`src/sv/apse_pkg.sv`:
```
`timescale 1ns / 1ps
`default_nettype none
// ----------------------------------------------------------------------------
// Annex B parameter set extractor package
// Shared constants, scan modes, result codes and the result push bundle.
// ----------------------------------------------------------------------------
package apse_pkg;

	localparam int SCAN_LIMIT_DEF = 256;
	localparam int FIFO_DEPTH = 4;

	localparam logic [1:0] KIND_SPS = 2'd0;
	localparam logic [1:0] KIND_PPS = 2'd1;
	localparam logic [1:0] KIND_END = 2'd2;

	localparam logic [4:0] NAL_SPS = 5'd7;
	localparam logic [4:0] NAL_PPS = 5'd8;

	localparam logic [2:0] HOLD_LONG = 3'd4;
	localparam logic [2:0] HOLD_SHORT = 3'd3;

	typedef enum logic [1:0] {
		MODE_SEARCH = 2'd0,
		MODE_SPS = 2'd1,
		MODE_PPS = 2'd2,
		MODE_STOP = 2'd3
	} scan_mode_t;

	typedef struct packed {
		logic [7:0] data;
		logic [1:0] kind;
	} result_t;

	typedef struct packed {
		logic [1:0] n;
		result_t a;
		result_t b;
	} push_t;

endpackage
`default_nettype wire

```
`src/sv/annexb_parameter_set_extractor.sv`:
```
`timescale 1ns / 1ps
`default_nettype none
// ----------------------------------------------------------------------------
// Annex B parameter set extractor
// Scans packet bytes for start codes and passes on SPS and PPS units.
// ----------------------------------------------------------------------------
// The input channel takes one packet byte per request, with last_byte set on
// the final byte of the packet. The output channel returns extracted bytes
// tagged as SPS or PPS, and one end marker after each packet's last byte.
// Each byte is decided when the byte four places later arrives, so the
// output trails the input stream by four bytes; the final four bytes of a
// packet are never emitted. A decided result is written to the result queue
// when its request is accepted and is shown once the results ahead drain.
// The scanner takes one request per clock while in_ready is high. Each
// request yields at most one data byte plus, on the last byte, an end
// marker, and both go into a four-entry result queue that drains one result
// per clock while out_ready is high. in_ready is high while the queue has
// room for two results. With a receiver that keeps up the queue never holds
// more than two, so the input runs at one byte per clock with no bubbles,
// end markers included. When the receiver stalls, the queue fills and
// in_ready drops. Reset clears the scan state and empties the queue; the
// block is ready as soon as reset is released.
// ----------------------------------------------------------------------------
module annexb_parameter_set_extractor
	import apse_pkg::*;
#(
	parameter int SCAN_LIMIT = SCAN_LIMIT_DEF
) (
	input wire logic clk,
	input wire logic arst_n,
	input wire logic in_valid,
	output logic in_ready,
	input wire logic [7:0] in_byte,
	input wire logic last_byte,
	output logic out_valid,
	input wire logic out_ready,
	output logic [7:0] out_byte,
	output logic [1:0] kind
);

	logic accept;
	push_t push;

	assign accept = in_valid && in_ready;

	apse_scan #(
		.SCAN_LIMIT(SCAN_LIMIT)
	) u_scan (
		.clk(clk),
		.arst_n(arst_n),
		.accept(accept),
		.in_byte(in_byte),
		.last_byte(last_byte),
		.push(push)
	);

	apse_out_fifo u_out_fifo (
		.clk(clk),
		.arst_n(arst_n),
		.push(push),
		.room(in_ready),
		.out_valid(out_valid),
		.out_ready(out_ready),
		.out_byte(out_byte),
		.kind(kind)
	);

endmodule
`default_nettype wire

```
`src/sv/apse_scan.sv`:
```
`timescale 1ns / 1ps
`default_nettype none
// ----------------------------------------------------------------------------
// Start code scanner
// Holds the five-byte window and scan state, decides the oldest window
// position for each accepted request and bundles up to two results.
// ----------------------------------------------------------------------------
module apse_scan
	import apse_pkg::*;
#(
	parameter int SCAN_LIMIT = SCAN_LIMIT_DEF
) (
	input wire logic clk,
	input wire logic arst_n,
	input wire logic accept,
	input wire logic [7:0] in_byte,
	input wire logic last_byte,
	output push_t push
);

	localparam int IW = $clog2(SCAN_LIMIT + 1);

	logic [39:0] window_q;
	logic [IW-1:0] index_q;
	scan_mode_t mode_q;
	logic [2:0] hold_q;

	logic [39:0] window_n;
	logic in_range;
	logic decide_en;
	logic four_hit;
	logic three_hit;
	logic [4:0] unit_type;
	scan_mode_t mode_d;
	logic [2:0] hold_d;
	logic emit;
	result_t data_res;
	result_t end_res;

	assign window_n = {window_q[31:0], in_byte};
	assign in_range = index_q < IW'(SCAN_LIMIT);
	assign decide_en = in_range && (index_q >= IW'(4));
	assign four_hit = window_n[39:8] == 32'h0000_0001;
	assign three_hit = window_n[39:16] == 24'h00_0001;
	assign unit_type = four_hit ? window_n[4:0] : window_n[12:8];

	always_comb begin
		mode_d = mode_q;
		hold_d = hold_q;
		emit = 1'b0;
		if (decide_en && mode_q != MODE_STOP) begin
			if (mode_q != MODE_SEARCH && hold_q != 3'd0) begin
				emit = 1'b1;
				hold_d = hold_q - 3'd1;
			end else if (four_hit || three_hit) begin
				if (unit_type == NAL_SPS || unit_type == NAL_PPS) begin
					mode_d = (unit_type == NAL_SPS) ? MODE_SPS : MODE_PPS;
					hold_d = four_hit ? HOLD_LONG : HOLD_SHORT;
					emit = 1'b1;
				end else begin
					mode_d = MODE_STOP;
					hold_d = 3'd0;
				end
			end else if (mode_q != MODE_SEARCH) begin
				emit = 1'b1;
			end
		end
	end

	always_comb begin
		data_res.data = window_n[39:32];
		data_res.kind = (mode_d == MODE_SPS) ? KIND_SPS : KIND_PPS;
		end_res.data = 8'd0;
		end_res.kind = KIND_END;
		push.n = 2'd0;
		push.a = emit ? data_res : end_res;
		push.b = end_res;
		if (accept) begin
			push.n = {1'b0, emit} + {1'b0, last_byte};
		end
	end

	always_ff @(posedge clk or negedge arst_n) begin
		if (!arst_n) begin
			window_q <= '0;
			index_q <= '0;
			mode_q <= MODE_SEARCH;
			hold_q <= 3'd0;
		end else if (accept) begin
			if (last_byte) begin
				window_q <= '0;
				index_q <= '0;
				mode_q <= MODE_SEARCH;
				hold_q <= 3'd0;
			end else if (in_range) begin
				window_q <= window_n;
				index_q <= index_q + IW'(1);
				mode_q <= mode_d;
				hold_q <= hold_d;
			end
		end
	end

	a_last_clears: assert property (@(posedge clk) disable iff (!arst_n)
		accept && last_byte |=> index_q == '0 && mode_q == MODE_SEARCH && hold_q == 3'd0)
		else $error("scan state not cleared after the last byte");

	a_stop_no_hold: assert property (@(posedge clk) disable iff (!arst_n)
		mode_q == MODE_STOP |-> hold_q == 3'd0)
		else $error("hold count left pending in stopped mode");

	a_index_bound: assert property (@(posedge clk) disable iff (!arst_n)
		index_q <= IW'(SCAN_LIMIT) && hold_q <= HOLD_LONG)
		else $error("byte index or hold count out of range");

	a_search_silent: assert property (@(posedge clk) disable iff (!arst_n)
		accept && !last_byte && mode_q == MODE_SEARCH && mode_d == MODE_SEARCH
		|-> push.n == 2'd0)
		else $error("byte emitted while searching");

endmodule
`default_nettype wire

```
`src/sv/apse_out_fifo.sv`:
```
`timescale 1ns / 1ps
`default_nettype none
// ----------------------------------------------------------------------------
// Result queue
// Small register queue that takes up to two results per cycle and hands
// one result per cycle to the output channel while out_ready is high.
// ----------------------------------------------------------------------------
module apse_out_fifo
	import apse_pkg::*;
(
	input wire logic clk,
	input wire logic arst_n,
	input wire push_t push,
	output logic room,
	output logic out_valid,
	input wire logic out_ready,
	output logic [7:0] out_byte,
	output logic [1:0] kind
);

	localparam int PW = $clog2(FIFO_DEPTH);
	localparam int CW = $clog2(FIFO_DEPTH + 1);

	result_t mem_q [FIFO_DEPTH];
	logic [PW-1:0] wr_ptr_q;
	logic [PW-1:0] rd_ptr_q;
	logic [CW-1:0] count_q;
	logic pop;

	assign out_valid = count_q != '0;
	assign pop = out_valid && out_ready;
	assign room = count_q <= CW'(FIFO_DEPTH - 2);
	assign out_byte = mem_q[rd_ptr_q].data;
	assign kind = mem_q[rd_ptr_q].kind;

	always_ff @(posedge clk) begin
		if (push.n != 2'd0) begin
			mem_q[wr_ptr_q] <= push.a;
		end
		if (push.n == 2'd2) begin
			mem_q[wr_ptr_q + PW'(1)] <= push.b;
		end
	end

	always_ff @(posedge clk or negedge arst_n) begin
		if (!arst_n) begin
			wr_ptr_q <= '0;
			rd_ptr_q <= '0;
			count_q <= '0;
		end else begin
			wr_ptr_q <= wr_ptr_q + PW'(push.n);
			if (pop) begin
				rd_ptr_q <= rd_ptr_q + PW'(1);
			end
			count_q <= count_q + CW'(push.n) - CW'(pop);
		end
	end

	a_no_overflow: assert property (@(posedge clk) disable iff (!arst_n)
		CW'(push.n) <= CW'(FIFO_DEPTH) - count_q)
		else $error("result queue overflow");

	a_count_tracks: assert property (@(posedge clk) disable iff (!arst_n)
		##1 $past(arst_n) |-> count_q ==
		$past(count_q) + CW'($past(push.n)) - CW'($past(pop)))
		else $error("result queue count mismatch");

	a_count_bound: assert property (@(posedge clk) disable iff (!arst_n)
		count_q <= CW'(FIFO_DEPTH))
		else $error("result queue count out of range");

endmodule
`default_nettype wire
```
`config.mk`:
```
export PLATFORM = sky130hd
export DESIGN_NAME = annexb_parameter_set_extractor
export DESIGN_NICKNAME = d
export VERILOG_FILES = /design/src/sv/apse_pkg.sv /design/src/sv/annexb_parameter_set_extractor.sv /design/src/sv/apse_scan.sv /design/src/sv/apse_out_fifo.sv
export SDC_FILE = /design/constraint.sdc
export NUM_CORES = 1
export LEC_CHECK = 0
export BUFFER_PORTS_ARGS = -buffer_cell sky130_fd_sc_hd__buf_2
export CORE_MARGIN = 5
export CORE_UTILIZATION = 60
export DETAILED_ROUTE_END_ITERATION = 10
export HOLD_SLACK_MARGIN = 0.1
export PLACE_DENSITY = 0.79
export SLEW_MARGIN = 20
export SYNTH_ARGS = -nofsm -noshare
export SYNTH_HDL_FRONTEND = slang
export SYNTH_SLANG_ARGS = --single-unit
```
`constraint.sdc`:
```
create_clock -name clk -period 3.9 [get_ports clk]
set_input_delay 0.195 -clock clk [delete_from_list [all_inputs] [get_ports clk]]
set_output_delay 0.195 -clock clk [all_outputs]
set_load 0.005 [all_outputs]
```
After elaboration in Yosys (flattened, before gate mapping)
Memory sizes are Yosys's and may differ from the RTL's.
Cells that the tools add are included.

cells by class
  add/sub/neg operators = 8
  magnitude comparators = 3
  equal/unequal tests = 7
  mux-type cells = 31
  reductions and logical operators = 16

operators with widths
  cell                 number
  $mux 32              2
  $eq 32x1->1 const B  1
  $eq 24x1->1 const B  1
  $mux 3               7
  $mux 9               2
  $mux 2               8
  $mux 1               10
  $mux 10              1
  $add 9x1->9 const B  1
  $ge 9x3->1 const B   1
  $lt 9x9->1 const B   1
  $reduce_bool 3->1    3
  $reduce_bool 2->1    4
  $eq 5x3->1 const B   1
  $eq 5x4->1 const B   1
  $logic_and 1x1->1    5
  $mux 5               1
  $add 2x1->2 const B  2
  $reduce_and 4->1     1
  $add 3x2->3          1
  $le 3x2->1 const B   1
  $sub 3x1->3          1
  $sub 3x1->3 const B  1
  $add 1x1->2          1
  6 further kinds      7

word-level totals
  register bits after elaboration = 53
  RAM bits = 40
  input bits = 13
  output and inout bits = 12
  word-level logic and storage cells = 73
  memories = 1

memory list
  name              depth  width  read ports  clocked after Yosys merged registers in  write ports  line                 text
  u_out_fifo.mem_q  4      10     1           0                                        2            apse_out_fifo.sv:24  result_t mem_q [FIFO_DEPTH];

Depth between registers and ports, before layout
Gate-level depths: netlist of run 1.

  depth after elaboration = 13
  mapped depth = 16

Modules after synthesis
A second synthesis of run 1 with hierarchy kept.

unflattened totals
  cell total of the unflattened synthesis = 359
  area total of the unflattened synthesis = 4,830.9 um2

modules (own cells, without submodules)
  module                          instances  cells an instance  area each (um2)  sequential area each (um2)
  apse_out_fifo                   1          137                2,521.2          1,376.3
  apse_scan                       1          221                2,303.5          1,151.1
  annexb_parameter_set_extractor  1          1                  6.3              0.0

Worst setup path before layout of run 1
OpenSTA, ideal clock, no wires.

  path type = flip-flop to flip-flop
  start point = register u_scan.window_q[24]
  end point = register u_out_fifo.count_q[2]
  setup time = 123 ps
  arrival time = 3,278 ps
  required time = 3,777 ps
  path slack = 499 ps
  stages on the path, launching flop included = 16
  period minus slack after synthesis = 3,401 ps
  path through = dfrtp_1 -> nor4_2 -> nand2_1 -> nor4_4 -> buf_6 -> nand2_1 -> o22ai_4 -> nor2_1 -> ha_1 -> nand2_1 -> ha_1 -> inv_1 -> ha_1 -> fa_1 -> xnor2_1 -> xnor2_1

between the ends
  cells in the longest elaborated chain, start to end = 12
  elaborated cells on any way between the ends = 15
  those cells by class = add/sub: 3; eq/ne: 4; mux: 6; reduce/logical: 2

RTL lines
  what                                      line                 text
  start: declaration                        apse_scan.sv:23      logic [39:0] window_q;
  start signal: assignment                  apse_scan.sv:96      window_q <= window_n;
  $eq 32x1->1                               apse_scan.sv:43      assign four_hit = window_n[39:8] == 32'h0000_0001;
  $mux 5                                    apse_scan.sv:45      assign unit_type = four_hit ? window_n[4:0] : window_n[12:8];
  $eq 5x3->1 or $eq 5x4->1 (tied branches)  apse_scan.sv:56      if (unit_type == NAL_SPS || unit_type == NAL_PPS) begin
  $logic_or 1x1->1                          apse_scan.sv:56
  $mux 1                                    apse_scan.sv:56
  $mux 1 (*)                                apse_scan.sv:55      end else if (four_hit || three_hit) begin
  $mux 1 (*)                                apse_scan.sv:52      if (mode_q != MODE_SEARCH && hold_q != 3'd0) begin
  $mux 1 (*)                                apse_scan.sv:51      if (decide_en && mode_q != MODE_STOP) begin
  $add 1x1->2 (*)                           apse_scan.sv:79      push.n = {1'b0, emit} + {1'b0, last_byte};
  $mux 2 (*)                                apse_scan.sv:78      if (accept) begin
  $add 3x2->3 (*)                           apse_out_fifo.sv:55  count_q <= count_q + CW'(push.n) - CW'(pop);
  $sub 3x1->3 (*)                           apse_out_fifo.sv:55
  end signal: assignment                    apse_out_fifo.sv:55
  end: declaration                          apse_out_fifo.sv:27  logic [CW-1:0] count_q;

Every way passes the cells marked *; elsewhere a longest branch is shown, timed or not.
A chain may end at the register's enable or synchronous reset.

Worst setup path after layout of run 1
  start point = register u_scan.window_q[9]
  end point = register u_out_fifo.count_q[2]

The elaborated chain is that of the path after synthesis.

==> results of run 1 <==
-- timing repair --
| item | 4_1_cts | 5_1_grt |
|---|---|---|
| setup buffers | 0 | 0 |
| hold buffers | 8 | 0 |
| setup endpoints to repair | 0 | 0 |
| hold endpoints to repair | 60 | 0 |
-- cells in the mapped netlist, types with 4 or more instances --
cell type	count	share of area
a22o_1	65	0.13
dfrtp_1	53	0.31
dfxtp_1	40	0.19
nand2_1	21	0.019
inv_1	20	0.018
a21oi_1	16	0.019
clkbuf_1	11	0.0098
o21ai_0	11	0.013
mux4_2	10	0.053
nor3_1	10	0.012
nand3_1	9	0.011
ha_1	8	0.024
nor2_1	8	0.0071
xnor2_1	8	0.017
buf_2	7	0.0083
nand4_1	5	0.0074
nor4_1	5	0.0074
a2bb2oi_2	4	0.014
nand2b_1	4	0.0059
o21ai_1	4	0.0047
-- where the power goes --
group	internal [W]	leakage (nW)	switching (W)	total, W
Combinational	0.000531	0.963	0.000638	0.00117
Clock	0.000286	0.103	0.000361	0.000647
Sequential	0.00117	1.03	0.000275	0.00145
Total	0.00199	2.09	0.00128	0.00326
-- routing by layer --
| layer | share of wire | vias up | track usage |
|---|---|---|---|
| li1 | - | 1480 | - |
| met1 | 0.45 | 1511 | 0.300 |
| met2 | 0.48 | 88 | 0.338 |
| met3 | 0.054 | 12 | 0.0272 |
| met4 | 0.015 | 0 | 0.0818 |
| met5 | 0 | - | 0 |
-- worst paths after layout --
kind / depth (start not counted) / slack (ns) / end
max in group asynchronous: 3 / 2.98 / u_scan.window_q[16]$_DFFE_PN0P_
worst max register to register: 14 / 0.37 / u_out_fifo.count_q[2]$_DFF_PN0_
min in group asynchronous: 3 / 0.49 / u_scan.index_q[5]$_DFFE_PN0P_
worst min register to register: 2 / 0.45 / u_out_fifo.mem_q[1][0]$_SDFFE_PP0P_
worst max-delay path: 14 / 0.37 / u_out_fifo.count_q[2]$_DFF_PN0_
worst min-delay path: 2 / 0.15 / u_scan.window_q[4]$_DFFE_PN0P_
-- through the flow --
step                hold WS [ns]  instance area, um^2  power (W)  setup slack, ns  utilization
floorplan                 -0.101                 4230    0.00233            0.499            -
global placement           0.346                 4450    0.00257            0.533        0.652
detailed placement         0.353                 4450    0.00264            0.376        0.652
CTS                        0.130                 4740    0.00329            0.369        0.694
global route               0.133                 4740    0.00351           0.0888        0.694
finish                     0.146                 4740    0.00326            0.372        0.694
-- cells by family after synthesis --
| group | Yosys count |
|---|---|
| xor gates and xnor gates | 11 |
| muxes | 11 |
| adders and majority gates | 9 |
| and+or+nand+nor | 83 |
| DFF | 93 |
| AOI/OAI and AO/OA | 123 |
| buffers and inverters | 42 |
-- critical path: stages (launching register included) --
cell and delay, ns:
dfrtp_1 0.40, nor4_1 0.37, nand2_1 0.18, nor3_2 0.38, a31oi_1 0.19, o22ai_4 0.18
nor2_1 0.08, ha_1 0.36, nand2_1 0.10, ha_1 0.30, inv_1 0.04, ha_1 0.19
fa_1 0.39, xnor2_1 0.18, xnor2_1 0.14
-- flip-flops by register name (all words and copies together) (netlist names) --
| register | cells |
|---|---|
| u_out_fifo.count_q | 3 |
| u_out_fifo.mem_q | 40 |
| u_out_fifo.rd_ptr_q | 2 |
| u_out_fifo.wr_ptr_q | 2 |
| u_scan.hold_q | 3 |
| u_scan.index_q | 9 |
| u_scan.mode_q | 2 |
| u_scan.window_q | 32 |
-- cell type report --
cell class                 instances  area share
clock buffer                      10      0.0314
tap                               96      0.0253
multi-input combinational        237       0.408
timing repair buffer              42      0.0580
inverter                          20      0.0158
sequential                        93       0.449
clock inverter                     6      0.0129
==> flow_metrics.py, run 1 <==
metrics = {
    "run_status": {
        "status": "completed",
    },
    "floorplanning": {
        "rows": 30,
        "coreArea_um2": 6830,
        "dieArea_um2": 8840,
        "die_w_um": 94.0,
        "die_y_um": 94.0,
        "ios": 25,
        "initial_core_util": 0.620,
    },
    "timing": {
        "rsz0062_at_grt": "no",
        "clock_skew_ns": 0.00964,
        "fin_crit_sh": 0.905,
        "max_freq_ghz": 0.283,
        "fin_tns_setup_ns": 0,
        "relSlewSlack": 0.532,
        "final-setup-viol-count": 0,
        "period_needed_ns": 3.53,
        "worstMarginPinSlew_ns": 0.702,
        "drv_slew": 0,
        "report.final.hold_viol_count": 0,
    },
    "synthesis": {
        "netlist_instances": 372,
        "synth_xor_area_frac": 0.0228,
        "ys_ff_latch": 93,
        "syn-num-nets": 394,
        "synthDistinctLibCells": 59,
        "synth_top_family_by_area": "compound AO/OA/AOI/OAI gates",
        "netlist_area_um2": 4230,
        "synthMuxAreaShare": 0.0559,
        "synth_compound_area_frac": 0.234,
        "async_reset_ff_frac": 0.570,
        "synth_area_per_cell_um2": 11.4,
        "synthSimpleGateAreaFrac": 0.114,
        "synth_warnings": 0,
        "synth-seq-area-share": 0.502,
        "synth_edf_count": 0,
        "ys.flop_type": "dfrtp_1",
        "synthAdderAreaFrac": 0.0284,
    },
    "clock_network": {
        "cts_sinks": 93,
        "cts-root-buf": "clkbuf_8",
        "htreeDepth": 3,
        "postCtsResizedCells": 0,
        "insertion_delay_ns": 0.36,
        "clk_pin_slew_ns": 0.09,
        "cts_tree": "yes",
        "numCtsBuffers": 9,
        "cts_buffer_depth": 2,
    },
    "final_layout": {
        "final_common_cell": "a22o_1",
        "instances_no_fill": 504,
        "final_cell_mix": "a22o_1 (65), dfrtp_1 (53), dfxtp_1 (40)",
        "multi_input_area_um2": 1930,
        "syn2layout_area_growth_pct": 12.0,
        "nNetsFinal": 425,
        "ff_latch_area_um2": 2130,
        "num-fill-cells": 531,
        "diodes": 0,
        "drive_gt1_frac": 0.184,
    },
    "pwr": {
        "leakagePower_nw": 2.09,
        "p_per_area_nw_per_um2": 688,
        "peakVddDrop_uv": 390,
    },
    "route": {
        "wire_per_inst_um": 17.0,
        "drcViolationCount": 0,
        "initialDrtViolationCount": 171,
        "wirelength_um": 8550,
        "vias_per_cell": 6.13,
        "dr.pass1.iters": 5,
        "vias": 3091,
        "drtAntennaViolNets": 0,
    },
    "worst_setup_path": {
        "crit_start": "u_scan.window_q[9]$_DFFE_PN0P_",
        "worstPathArrival_ns": 3.82,
        "cp.required_ns": 4.19,
        "reg2reg_from": "u_scan.window_q[9]$_DFFE_PN0P_",
        "path_max_fanout": 6,
        "crit_type": "reg -> reg",
        "end_kind": "flop",
        "cp-start-kind": "flop",
    },
    "placed_design": {
        "dp_hpwl_um": 5960,
        "portBuffers": 24,
        "place_inst": 480,
        "gp_congestion": 0.783,
    },
    "global_routing": {
        "antenna_found_initial": 0,
        "grt_overflow": 0,
        "grt_max_degree": 54,
        "grt_pass1_wl_um": 14900,
        "first_global_vias": 3034,
        "gr-usage-all-layers": 0.214,
    },
    "run": {
        "max-cap-violations": 0,
    },
    "worst_hold_path": {
        "hp-class": "in -> reg",
        "min_from": "in_byte[4]",
    },
}
No activity file was read; power rests on OpenSTA's default activity.
==> run 2: changes to the inputs <==
- BUFFER_PORTS_ARGS: -buffer_cell sky130_fd_sc_hd__buf_2 -> not set
- CORE_UTILIZATION: 60 -> 63
- DONT_BUFFER_PORTS: not set -> 1
- GPL_TIMING_DRIVEN: not set -> 0
- PLACE_DENSITY: 0.79 -> 0.88
==> run 2 against run 1 <==
Via count up 2.5%. Critical path depth rose by 2. Non-clock buffer count fell by 6. Worst hold slack worse by 0.0060 ns. Global-route usage grew 1.4 points. Sequential share of layout area grew 0.41 points. Core utilization increased by 3.3 points. Maximum frequency is 3.1% lower. Clock skew is 0.0024 ns higher. Cell count decreased by 5.0%. Flip-flop and latch count unchanged. Critical path type unchanged. Clock power grew 3.4%.
==> flow_metrics.py, run 2 (synthesized netlist as in run 1, its figures left out) <==
metrics = {
    "worst_setup_path": {
        "path_max_fanout": 10,
        "worstPathArrival_ns": 3.93,
        "reg2reg_from": "u_scan.window_q[4]$_DFFE_PN0P_",
        "cp.required_ns": 4.19,
        "reg2reg_depth": 16,
        "rr_endpoint": "u_out_fifo.count_q[2]$_DFF_PN0_",
        "rrSetupSlack_ns": 0.26,
        "crit_type": "reg -> reg",
        "end_kind": "flop",
        "cp-start-kind": "flop",
    },
    "timing": {
        "clock_skew_ns": 0.0120,
        "worstMarginPinSlew_ns": 0.943,
        "max_freq_ghz": 0.275,
        "relSlewSlack": 0.367,
        "fin_crit_sh": 0.933,
        "report.final.hold_viol_count": 0,
        "final-setup-viol-count": 0,
        "drv_slew": 0,
        "period_needed_ns": 3.64,
    },
    "final_layout": {
        "largest_reg_flops": 40,
        "ff_latch_area_um2": 2130,
        "final_cell_mix": "a22o_1 (65), dfrtp_1 (53), dfxtp_1 (40)",
        "top_register": "u_out_fifo.mem_q",
        "num-fill-cells": 456,
        "diodes": 0,
        "nNetsFinal": 419,
        "fin_util": 0.728,
        "final_common_cell": "a22o_1",
        "drive_gt1_frac": 0.139,
        "top_regs": "u_out_fifo.mem_q x40, u_scan.window_q x32, u_scan.index_q x9",
        "syn2layout_area_growth_pct": 11.0,
        "multi_input_area_um2": 1940,
    },
    "clock_network": {
        "htreeDepth": 3,
        "numCtsBuffers": 9,
        "cts_sinks": 93,
        "cts_tree": "yes",
        "cts_buffer_depth": 2,
        "insertion_delay_ns": 0.37,
        "cts-root-buf": "clkbuf_8",
        "clk_pin_slew_ns": 0.09,
    },
    "route": {
        "wirelength_um": 9090,
        "wire_per_inst_um": 19.0,
        "initialDrtViolationCount": 138,
        "drtAntennaViolNets": 0,
        "vias": 3168,
        "dr.pass1.iters": 5,
        "vias_per_cell": 6.61,
        "drcViolationCount": 0,
    },
    "global_routing": {
        "gr-usage-all-layers": 0.228,
        "antenna_found_initial": 0,
        "grt_max_degree": 54,
        "grt_overflow": 0,
        "grt_pass1_wl_um": 15400,
        "first_global_vias": 3154,
    },
    "worst_hold_path": {
        "hp-class": "in -> reg",
        "min_from": "out_ready",
        "hold_depth": 2,
        "hold-path-endpoint": "u_out_fifo.rd_ptr_q[0]$_DFFE_PN0P_",
    },
    "pwr": {
        "peakVddDrop_uv": 392,
        "p_per_area_nw_per_um2": 713,
        "leakagePower_nw": 2.04,
        "fin_total_pwr_w": 0.00335,
    },
    "floorplanning": {
        "rows": 29,
        "initial_core_util": 0.656,
        "die_y_um": 92.0,
        "ios": 25,
        "die_w_um": 92.0,
        "dieArea_um2": 8460,
        "coreArea_um2": 6460,
    },
    "placed_design": {
        "dp_hpwl_um": 6030,
        "portBuffers": 0,
        "gp_congestion": 0.817,
    },
    "run_status": {
        "status": "completed",
    },
    "run": {
        "max-cap-violations": 0,
    },
}
==> run 2: how the worst max path moves through the flow <==
stage	start	endpoint	slack [ns]	depth (start not counted)
6_report	u_scan.window_q[4]$_DFFE_PN0P_	u_out_fifo.count_q[2]$_DFF_PN0_	0.26	16
5_1_grt	u_scan.window_q[4]$_DFFE_PN0P_	u_out_fifo.count_q[2]$_DFF_PN0_	-0.06	16
4_1_cts	u_scan.window_q[4]$_DFFE_PN0P_	u_out_fifo.count_q[2]$_DFF_PN0_	0.003	16
3_5_place_dp	u_scan.window_q[4]$_DFFE_PN0P_	u_out_fifo.count_q[2]$_DFF_PN0_	0.06	16
3_3_place_gp	u_scan.window_q[4]$_DFFE_PN0P_	u_out_fifo.mem_q[0][7]$_SDFFE_PP0P_	-0.22	13
2_1_floorplan	u_scan.window_q[24]$_DFFE_PN0P_	u_out_fifo.count_q[2]$_DFF_PN0_	0.50	15
==> run 2: routing by layer <==
layer	wire length (um)	GRT usage	vias to the layer above
met5	0	0	-
met4	161	0.0792	0
met3	503	0.0516	17
met2	4480	0.373	112
met1	3950	0.300	1568
li1	-	-	1471
==> run 2: power breakdown <==
group	switching [W]	internal (W)	total, W
Clock	0.000362	0.000306	0.000669
Combinational	0.000731	0.000559	0.00129
Sequential	0.000223	0.00117	0.00139
Total	0.00132	0.00204	0.00335
==> run 2: layout make-up <==
class / instances / area share
repair buffers: 14 / 0.0314
clock buffers: 9 / 0.0264
plain buffers: 22 / 0.0226
inverters: 20 / 0.0160
multi-input cells: 237 / 0.413
flip-flops and latches: 93 / 0.453
clock inverters: 7 / 0.0173
well taps: 77 / 0.0205
==> run 2: metrics by stage <==
step | setup WS, ns | cells | hold slack (ns) | TNS, ns | instance area [um^2]
2_1_floorplan | 0.499 | 372 | -0.101 | 0 | 4230
3_3_place_gp | -0.217 | 449 | -0.0990 | -3.60 | 4330
3_5_place_dp | 0.0567 | 449 | -0.0990 | 0 | 4330
4_1_cts | 0.00273 | 475 | 0.130 | 0 | 4650
5_1_grt | -0.0630 | 479 | 0.149 | -0.344 | 4700
6_report | 0.260 | 479 | 0.140 | 0 | 4700
==> run 2: worst max-delay path, cell delays in order, from the launching register on <==
cell and delay (ns):
dfrtp_1 0.37, buf_2 0.18, nor4_4 0.32, a21oi_2 0.13
nor4_4 0.26, buf_6 0.17, nand4_1 0.15, o22ai_4 0.23
nor2_1 0.08, ha_1 0.35, nand2_1 0.09, ha_1 0.28
inv_1 0.04, ha_1 0.19, fa_1 0.38, xnor2_1 0.19
xnor2_1 0.14
==> run 2: what timing repair did <==
action                     4_1_cts  5_1_grt
gates resized for setup          0        3
setup endpoints to repair        0       21
hold endpoints to repair        62        0
hold buffers                    10        0
buffers inserted                 0        4
==> run 3: changes to the inputs <==
- CAP_MARGIN: not set -> 20
- CTS_CLUSTER_DIAMETER: not set -> 100
- PLACE_DENSITY: 0.88 -> 0.8
==> run 3 against run 2 <==
Via count fell by 2.6%. Non-clock buffer count fell by 2. Core utilization is 0.58 points lower. Register-to-register slack worse by 0.02 ns. Sequential share of layout area rose by 0.36 points. First-iteration DRC count up 13%. Worst hold slack lost 0.020 ns. Largest power group unchanged. Clock-buffer cell count unchanged. Maximum frequency is 0.58% lower. Critical path depth unchanged.
==> flow_metrics.py, run 3 (synthesized netlist as in run 1, its figures left out) <==
metrics = {
    "clock_network": {
        "cts_sinks": 93,
        "clk_pin_slew_ns": 0.10,
        "cts-root-buf": "clkbuf_8",
        "numCtsBuffers": 9,
        "cts_tree": "yes",
        "cts_buffer_depth": 2,
        "insertion_delay_ns": 0.36,
        "htreeDepth": 3,
    },
    "run_status": {
        "status": "completed",
    },
    "timing": {
        "timing.hold.ws_ns": 0.120,
        "clock_skew_ns": 0.00740,
        "fin_crit_sh": 0.939,
        "report.final.hold_viol_count": 0,
        "drv_slew": 0,
        "max_freq_ghz": 0.273,
        "rsz0062_at_grt": "no",
        "final-setup-viol-count": 0,
        "relSlewSlack": 0.397,
        "period_needed_ns": 3.66,
        "worstMarginPinSlew_ns": 0.899,
    },
    "worst_setup_path": {
        "crit_type": "reg -> reg",
        "path_max_fanout": 10,
        "end_kind": "flop",
        "crit_start": "u_scan.window_q[4]$_DFFE_PN0P_",
        "cp.required_ns": 4.19,
        "cp-start-kind": "flop",
        "worstPathArrival_ns": 3.95,
        "reg2reg_from": "u_scan.window_q[4]$_DFFE_PN0P_",
    },
    "final_layout": {
        "num-fill-cells": 465,
        "diodes": 0,
        "syn2layout_area_growth_pct": 10.1,
        "top_regs": "u_out_fifo.mem_q x40, u_scan.window_q x32, u_scan.index_q x9",
        "top_register": "u_out_fifo.mem_q",
        "nNetsFinal": 417,
        "final_common_cell": "a22o_1",
        "largest_reg_flops": 40,
        "final_cell_mix": "a22o_1 (65), dfrtp_1 (53), dfxtp_1 (40)",
        "drive_gt1_frac": 0.130,
    },
    "worst_hold_path": {
        "hp-class": "in -> reg",
        "min_from": "out_ready",
    },
    "floorplanning": {
        "rows": 29,
        "dieArea_um2": 8460,
        "initial_core_util": 0.656,
        "coreArea_um2": 6460,
        "die_w_um": 92.0,
        "die_y_um": 92.0,
        "ios": 25,
    },
    "run": {
        "max-cap-violations": 0,
    },
    "pwr": {
        "leakagePower_nw": 2.03,
        "fin_total_pwr_w": 0.00327,
        "peakVddDrop_uv": 418,
        "p_per_area_nw_per_um2": 702,
    },
    "placed_design": {
        "gp_congestion": 0.819,
        "portBuffers": 0,
        "dp_hpwl_um": 6040,
    },
    "global_routing": {
        "gr-usage-all-layers": 0.218,
        "antenna_found_initial": 0,
        "first_global_vias": 3126,
        "grt_overflow": 0,
        "grt_max_degree": 54,
        "grt_pass1_wl_um": 14800,
    },
    "route": {
        "wirelength_um": 8850,
        "drcViolationCount": 0,
        "vias": 3086,
        "drtAntennaViolNets": 0,
        "dr.pass1.iters": 4,
        "vias_per_cell": 6.47,
        "wire_per_inst_um": 18.6,
        "initialDrtViolationCount": 156,
    },
}
## run 3: cell types whose count changed in the layout (fill, tap and decap cells not counted), sizes merged
cell | previous run | this run
buf | 16 | 14
bufinv | 1 | 0
clkinv | 3 | 1
inv | 23 | 26
## run 3: layer usage
layer | vias up | wire length, um | global-route usage
li1 | 1466 | - | -
met1 | 1537 | 3890 | 0.283
met2 | 70 | 4510 | 0.372
met3 | 13 | 367 | 0.0483
met4 | 0 | 91 | 0.0557
met5 | - | 0 | 0
## run 3: worst paths after layout
kind / to / slack (ns) / cells after the start
setup / recovery: u_out_fifo.count_q[2]$_DFF_PN0_ / 0.24 / 16
hold / removal: u_out_fifo.rd_ptr_q[0]$_DFFE_PN0P_ / 0.12 / 2
setup reg to reg: u_out_fifo.count_q[2]$_DFF_PN0_ / 0.24 / 16
hold reg to reg: u_out_fifo.mem_q[0][0]$_SDFFE_PP0P_ / 0.45 / 2
max in group asynchronous: u_scan.window_q[31]$_DFFE_PN0P_ / 3.33 / 2
min in group asynchronous: u_scan.index_q[3]$_DFFE_PN0P_ / 0.35 / 2
## run 3: power by group
part	internal (W)	total (W)	switching (W)
Clock	0.000249	0.000617	0.000367
Combinational	0.000539	0.00127	0.000729
Sequential	0.00117	0.00139	0.000216
## run 3: worst max-delay path, stage by stage (launching register included)
cell and delay [ns]:
dfrtp_1 0.36, buf_2 0.19, nor4_4 0.33, a21oi_1 0.18, nor4_4 0.27, buf_6 0.19, nand4_1 0.14, o22ai_4 0.19
nor2_1 0.07, ha_1 0.37, nand2_1 0.10, ha_1 0.28, inv_1 0.04, ha_1 0.18, fa_1 0.39, xnor2_1 0.19
xnor2_1 0.13
## run 3: cell type report
class                      instances  area (um^2)  share of cell area
inverter                          20         75.1              0.0161
sequential                        93         2130               0.456
timing repair buffer              12          133              0.0284
buffer                            22          106              0.0228
multi-input combinational        237         1930               0.415
clock inverter                     7         66.3              0.0142
clock buffer                       9          124              0.0266
tap                               77         96.3              0.0207
## run 3: timing repair
item | CTS | global route
resized for setup | 0 | 1
buffers inserted | 0 | 2
endpoints found under the hold margin | 62 | 0
hold buffers | 10 | 0
endpoints found under the setup margin | 0 | 21
## run 3: through the flow
| stage | instances | worst slack, ns | setup TNS, ns | instance area [um^2] | util |
|---|---|---|---|---|---|
| 2_1_floorplan | 372 | 0.499 | 0 | 4230 | - |
| 3_3_place_gp | 449 | -0.247 | -4.62 | 4330 | 0.670 |
| 3_5_place_dp | 449 | 0.0299 | 0 | 4330 | 0.670 |
| 4_1_cts | 475 | 0.00563 | 0 | 4640 | 0.718 |
| 5_1_grt | 477 | 0.0259 | 0 | 4660 | 0.722 |
| 6_report | 477 | 0.239 | 0 | 4660 | 0.722 |
